File: config.mk
export PLATFORM = sky130hd
export DESIGN_NAME = dltq_cell
export DESIGN_NICKNAME = d
export VERILOG_FILES = /design/src/design/dltq_pkg.sv /design/src/design/dltq_cell.sv
export SDC_FILE = /design/constraint.sdc
export NUM_CORES = 1
export LEC_CHECK = 0
export BUFFER_PORTS_ARGS = -buffer_cell sky130_fd_sc_hd__clkbuf_2
export CORE_AREA = 4 4 134 136
export CTS_CLUSTER_DIAMETER = 50
export CTS_CLUSTER_SIZE = 12
export DETAILED_ROUTE_END_ITERATION = 10
export DIE_AREA = 0 0 138 140
export PLACE_DENSITY = 0.69
export SLEW_MARGIN = 15
export SYNTH_ARGS = -nofsm -noshare
export SYNTH_HDL_FRONTEND = slang
export SYNTH_SLANG_ARGS = --single-unit
File: constraint.sdc
create_clock -name clk -period 5.1 [get_ports clk]
set_input_delay 0.255 -clock clk [delete_from_list [all_inputs] [get_ports clk]]
set_output_delay 0.255 -clock clk [all_outputs]
set_load 0.05 [all_outputs]
File: src/design/dltq_pkg.sv
// Package with the shared types, codes and defaults of the delta-list timer queue.
package dltq_pkg;

    localparam int DLTQ_ID_W       = 4;
    localparam int DLTQ_DELAY_W    = 32;
    localparam int DLTQ_IDS        = 1 << DLTQ_ID_W;
    localparam int DEF_NUM_TIMERS  = 16;
    localparam int DEF_TICK_WIDTH  = 32;

    // Input actions.
    localparam logic [1:0] ACT_START  = 2'd0;
    localparam logic [1:0] ACT_CANCEL = 2'd1;
    localparam logic [1:0] ACT_TICK   = 2'd2;
    localparam logic [1:0] ACT_QUERY  = 2'd3;

    // Result kinds.
    localparam logic [1:0] KIND_ACK   = 2'd0;
    localparam logic [1:0] KIND_FIRED = 2'd1;
    localparam logic [1:0] KIND_QUERY = 2'd2;
    localparam logic [1:0] KIND_ERR   = 2'd3;

    // Operations broadcast to every cell of the chain.
    typedef logic [2:0] op_t;
    localparam op_t OP_NOP     = 3'd0;
    localparam op_t OP_INSERT  = 3'd1;
    localparam op_t OP_CANCEL  = 3'd2;
    localparam op_t OP_DECR    = 3'd3;
    localparam op_t OP_POP     = 3'd4;
    localparam op_t OP_COMPACT = 3'd5;

    typedef struct packed {
        op_t                  op;
        logic [DLTQ_ID_W-1:0] id;
    } dltq_cmd_t;

    typedef struct packed {
        logic [1:0]              action;
        logic [DLTQ_ID_W-1:0]    timer_id;
        logic [DLTQ_DELAY_W-1:0] delay;
        logic                    repeat_req;
    } dltq_in_t;

    typedef struct packed {
        logic [1:0]              kind;
        logic [DLTQ_ID_W-1:0]    timer_id_res;
        logic [DLTQ_DELAY_W-1:0] remaining;
        logic                    running;
        logic                    last;
    } dltq_out_t;

endpackage

File: src/design/dltq_cell.sv
// One queue cell: holds one timer entry with its absolute remaining ticks.
module dltq_cell import dltq_pkg::*;
#(
    parameter int TICK_WIDTH = DEF_TICK_WIDTH
)
(
    input  logic                  clk,
    input  logic                  rst_n,
    input  dltq_cmd_t             cmd,
    input  logic [TICK_WIDTH-1:0] ins_t,
    input  logic [TICK_WIDTH-1:0] ins_rld,
    input  logic                  left_valid,
    input  logic                  left_cond,
    input  logic                  left_hole,
    input  logic [DLTQ_ID_W-1:0]  left_id,
    input  logic [TICK_WIDTH-1:0] left_rem,
    input  logic [TICK_WIDTH-1:0] left_rld,
    input  logic [TICK_WIDTH-1:0] left_acc,
    input  logic                  right_valid,
    input  logic [DLTQ_ID_W-1:0]  right_id,
    input  logic [TICK_WIDTH-1:0] right_rem,
    input  logic [TICK_WIDTH-1:0] right_rld,
    output logic                  valid,
    output logic                  cond,
    output logic                  hole,
    output logic [DLTQ_ID_W-1:0]  id,
    output logic [TICK_WIDTH-1:0] rem,
    output logic [TICK_WIDTH-1:0] rld,
    output logic [TICK_WIDTH-1:0] acc
);

    logic                  valid_reg, valid_next;
    logic                  hole_reg, hole_next;
    logic [DLTQ_ID_W-1:0]  id_reg, id_next;
    logic [TICK_WIDTH-1:0] rem_reg, rem_next;
    logic [TICK_WIDTH-1:0] rld_reg, rld_next;
    logic [TICK_WIDTH-1:0] acc_reg, acc_next;
    logic                  match;

    // The new entry goes here or further left when this cell is empty or not earlier.
    assign cond  = !valid_reg || (rem_reg >= ins_t);
    assign match = valid_reg && (id_reg == cmd.id);

    // Next cell contents for the broadcast operation.
    always_comb
    begin
        valid_next = valid_reg;
        hole_next  = hole_reg;
        id_next    = id_reg;
        rem_next   = rem_reg;
        rld_next   = rld_reg;
        unique case (cmd.op)
            OP_INSERT:
            begin
                if (left_cond)
                begin
                    valid_next = left_valid;
                    id_next    = left_id;
                    rem_next   = left_rem;
                    rld_next   = left_rld;
                end
                else if (cond)
                begin
                    valid_next = 1'b1;
                    id_next    = cmd.id;
                    rem_next   = ins_t;
                    rld_next   = ins_rld;
                end
            end
            OP_CANCEL:
            begin
                if (match)
                begin
                    valid_next = 1'b0;
                    hole_next  = 1'b1;
                end
            end
            OP_DECR:
            begin
                if (valid_reg)
                begin
                    rem_next = rem_reg - TICK_WIDTH'(1);
                end
            end
            OP_POP:
            begin
                valid_next = right_valid;
                id_next    = right_id;
                rem_next   = right_rem;
                rld_next   = right_rld;
            end
            OP_COMPACT:
            begin
                // A hole pulls its right neighbor in and moves one cell right.
                if (hole_reg)
                begin
                    valid_next = right_valid;
                    id_next    = right_id;
                    rem_next   = right_rem;
                    rld_next   = right_rld;
                    hole_next  = 1'b0;
                end
                else if (left_hole && valid_reg)
                begin
                    valid_next = 1'b0;
                    hole_next  = 1'b1;
                end
            end
            default:
            begin
            end
        endcase
    end

    // Query result travels right one cell a cycle.
    assign acc_next = match ? rem_reg : left_acc;

    always_ff @(posedge clk or negedge rst_n)
    begin
        if (!rst_n)
        begin
            valid_reg <= 1'b0;
            hole_reg  <= 1'b0;
        end
        else
        begin
            valid_reg <= valid_next;
            hole_reg  <= hole_next;
        end
    end

    always_ff @(posedge clk)
    begin
        id_reg  <= id_next;
        rem_reg <= rem_next;
        rld_reg <= rld_next;
        acc_reg <= acc_next;
    end

    assign valid = valid_reg;
    assign hole  = hole_reg;
    assign id    = id_reg;
    assign rem   = rem_reg;
    assign rld   = rld_reg;
    assign acc   = acc_reg;

endmodule

==> out/results.txt <==
Mapped Avg Cell Area: 10.24 sq um
Clock Path Buffers: 2
Pre-Repair DR Iteration Count: 5
FFs w/ async S/R, synth: 0.01961
WL final: 20.99 mm
final cell count without fillers: 1174
Final Cycle Share: 0.7206
Seq/Total Area, Yosys: 0.4376
Crit Path Class: reg2reg
P_sw: 879.1 uW
CTS tree: built
r2r startpoint: rem[0]$_DFFE_PP_
multi-input logic area: 3296 sq um
Mapped Nets: 888
NumNets Final: 1221
antenna violations before repair: 1
ANT nets after route: 0
Core Rows: 48
status: complete, no violations
WL per Instance: 17.88 um
Die X: 138 um
Most used DFF post-synth: edfxtp_1
Post-CTS Setup Inserts: 0
Skew-Pair Late Insertion Delay: 0.34 ns
maximum VDD drop: 162.5 uV
post-CTS sizing: 0
synth-to-layout area growth: 37.09%
CP Capture Point: rem[5]$_DFFE_PP_
CP Data Arrival Time: 3.75 ns
Hold WS: 0.1118 ns
total gr overflow: 0
largest net degree at the start of global routing: 75
Tmin final: 3.675 ns
Seq pwr share: 0.422
Slew @ Worst Pin: 1.065 ns
Hold/Removal Path Class: in2reg
Hold Violations, Final: 0
clk_skew: 0.008762 ns
leak pwr: 4.035 nW
CP Data Required Time: 5.18 ns
die area: 19320 sq um
total of max-cap violations: 0
max-slew violations: 0
I/O pins: 348
reg2reg setup slack: 1.42 ns
RSZ-0062 raised after global routing: no
critical path peak fanout: 18
CP Launch Type: flop
Post-synth EDFFs: 68
Rel. slew slack: 0.2716
Sw Ratio: 0.3568
number of buffers created by CTS: 9
fillers: 1610
Critical Path Source: rem[0]$_DFFE_PP_
# clock sinks: 102
Ys Warns: 0
Post-Syn Area: 6245 sq um
DP HPWL: 16.80 mm
GRT Overall Usage: 0.2092
Placeable Area: 16940 sq um
Starting Density: 0.3687
register area: 2733 sq um
combinational share of power: 0.304
count of different cell masters after synthesis: 51
# DRC: 0
first-pass GRT wire length: 32.26 mm
Die Ht: 140 um
top cell type's share of synthesized area: 0.3270
Mapped Cells: 610
pre-CTS setup slack: 1.404 ns
critical path capture point type: flop
P per Cell Area: 287.8 nW/um^2
placed cells: 1155
final worst setup slack: 1.425 ns
root buffer cell: clkbuf_16
most frequent cells after synthesis: edfxtp_1, mux2i_1, nand2_1, o21ai_1, inv_1
number of global-route vias before repair: 5975
endpoints failing setup: 0
CTS H-tree lvls: 3
synthesis-stage register bit count: 102
Via Count: 5885
setup TNS: 0 ns
vias per cell: 5.013
Area contributors post-synth: edfxtp_1, mux2i_1, dfxtp_1
share of layout cells above drive strength 1: 0.4093
Port Buffer Count: 347
initial DRC count: 241
P_int: 1.585 mW
largest area contributor in the netlist: edfxtp_1
Clock power frac: 0.274
gpl congestion: 0.8950
Clk pin slew, worst setup/hold paths: 0.07 ns
R2R cell count: 9
Worst R2R End: rem[5]$_DFFE_PP_
Max Fclk: 272.1 MHz
[cell type report]
cell class,instances,share of cell area
inverters,34,0.01491
flip-flops and latches,102,0.3192
multi-input cells,441,0.3850
well taps,225,0.03289
clock buffers,11,0.02967
diodes,1,0.0002923
clock inverters,5,0.003800
repair buffers,355,0.2143
[kinds of logic (layout without fill, tap and decap cells)]
group,Yosys count,in the layout,share of synthesized area
simple gates,151,151,0.1262
compound gates,124,124,0.1168
flops,102,102,0.4376
mux,100,100,0.1667
buf+inv,67,405,0.04027
fa+ha+maj,33,33,0.06612
xor+xnor,33,33,0.04628
other cells,0,1,0
[per-layer routing]
metal / global-route usage / vias up / part of all wire
li1: - / 2916 / -
met1: 0.2409 / 2692 / 0.39
met2: 0.3790 / 245 / 0.52
met3: 0.04643 / 32 / 0.065
met4: 0.08060 / 0 / 0.028
met5: 0 / - / 0
[per-stage QoR]
stage / instance area [sq um] / power (mW) / util
6_report: 8561 / 2.464 / 0.5055
5_1_grt: 8561 / 2.586 / 0.5055
4_1_cts: 8531 / 2.488 / 0.5037
3_5_place_dp: 8234 / 1.809 / 0.4862
3_3_place_gp: 8234 / 1.798 / 0.4862
2_1_floorplan: 6245 / 1.541 / -
[cell usage in the layout, fill, tap and decap left out, types with 4 or more instances in the layout]
cell	instances
nor3_1	30
nand3_1	5
mux2_2	4
nand2_1	64
a21oi_1	31
clkbuf_2	346
xnor2_1	23
mux2i_1	68
buf_4	6
mux2_1	28
ha_1	33
nor4_1	4
nor3_2	6
xor2_1	10
edfxtp_1	68
o21ai_1	57
o21ai_0	4
nand2b_1	6
o221ai_1	12
nor2_1	15
inv_1	34
clkbuf_16	10
dfxtp_1	32
or3_1	6
[power groups by stage]
stage	Clock (mW)	Sequential [mW]	Combinational, mW
2_1_floorplan	0	1.29	0.255
3_3_place_gp	0	1.05	0.744
3_5_place_dp	0	1.06	0.750
4_1_cts	0.694	1.04	0.754
5_1_grt	0.729	1.05	0.808
6_report	0.676	1.04	0.749
[how the worst min path moves through the flow]
stage | slack (ns) | cells after the start | to | startpoint
after floorplan | -0.04 | 0 | hole$_DFFE_PN0P_ | rst_n
after global placement | 0.05 | 1 | hole$_DFFE_PN0P_ | rst_n
after detailed placement | 0.05 | 1 | valid$_DFFE_PN0P_ | rst_n
after CTS | 0.1 | 2 | acc[18]$_DFF_P_ | left_acc[18]
after global routing | 0.10 | 2 | acc[12]$_DFF_P_ | left_acc[12]
final | 0.11 | 2 | acc[18]$_DFF_P_ | left_acc[18]
[critical path, cell delays in order, from the launching register on]
cell       delay [ns]
edfxtp_1         0.45
inv_1            0.11
ha_1             0.22
nand2b_1         0.14
a2111o_1         0.46
a311oi_1         0.28
a31oi_1          0.16
a2111oi_0        0.91
o31ai_4          0.36
buf_4            0.33
[repair_timing]
| action | CTS | global route |
|---|---|---|
| endpoints found under the setup margin | 0 | 0 |
| endpoints found under the hold margin | 2 | 0 |
| hold buffers | 1 | 0 |
(Power assumes the default switching activity.)
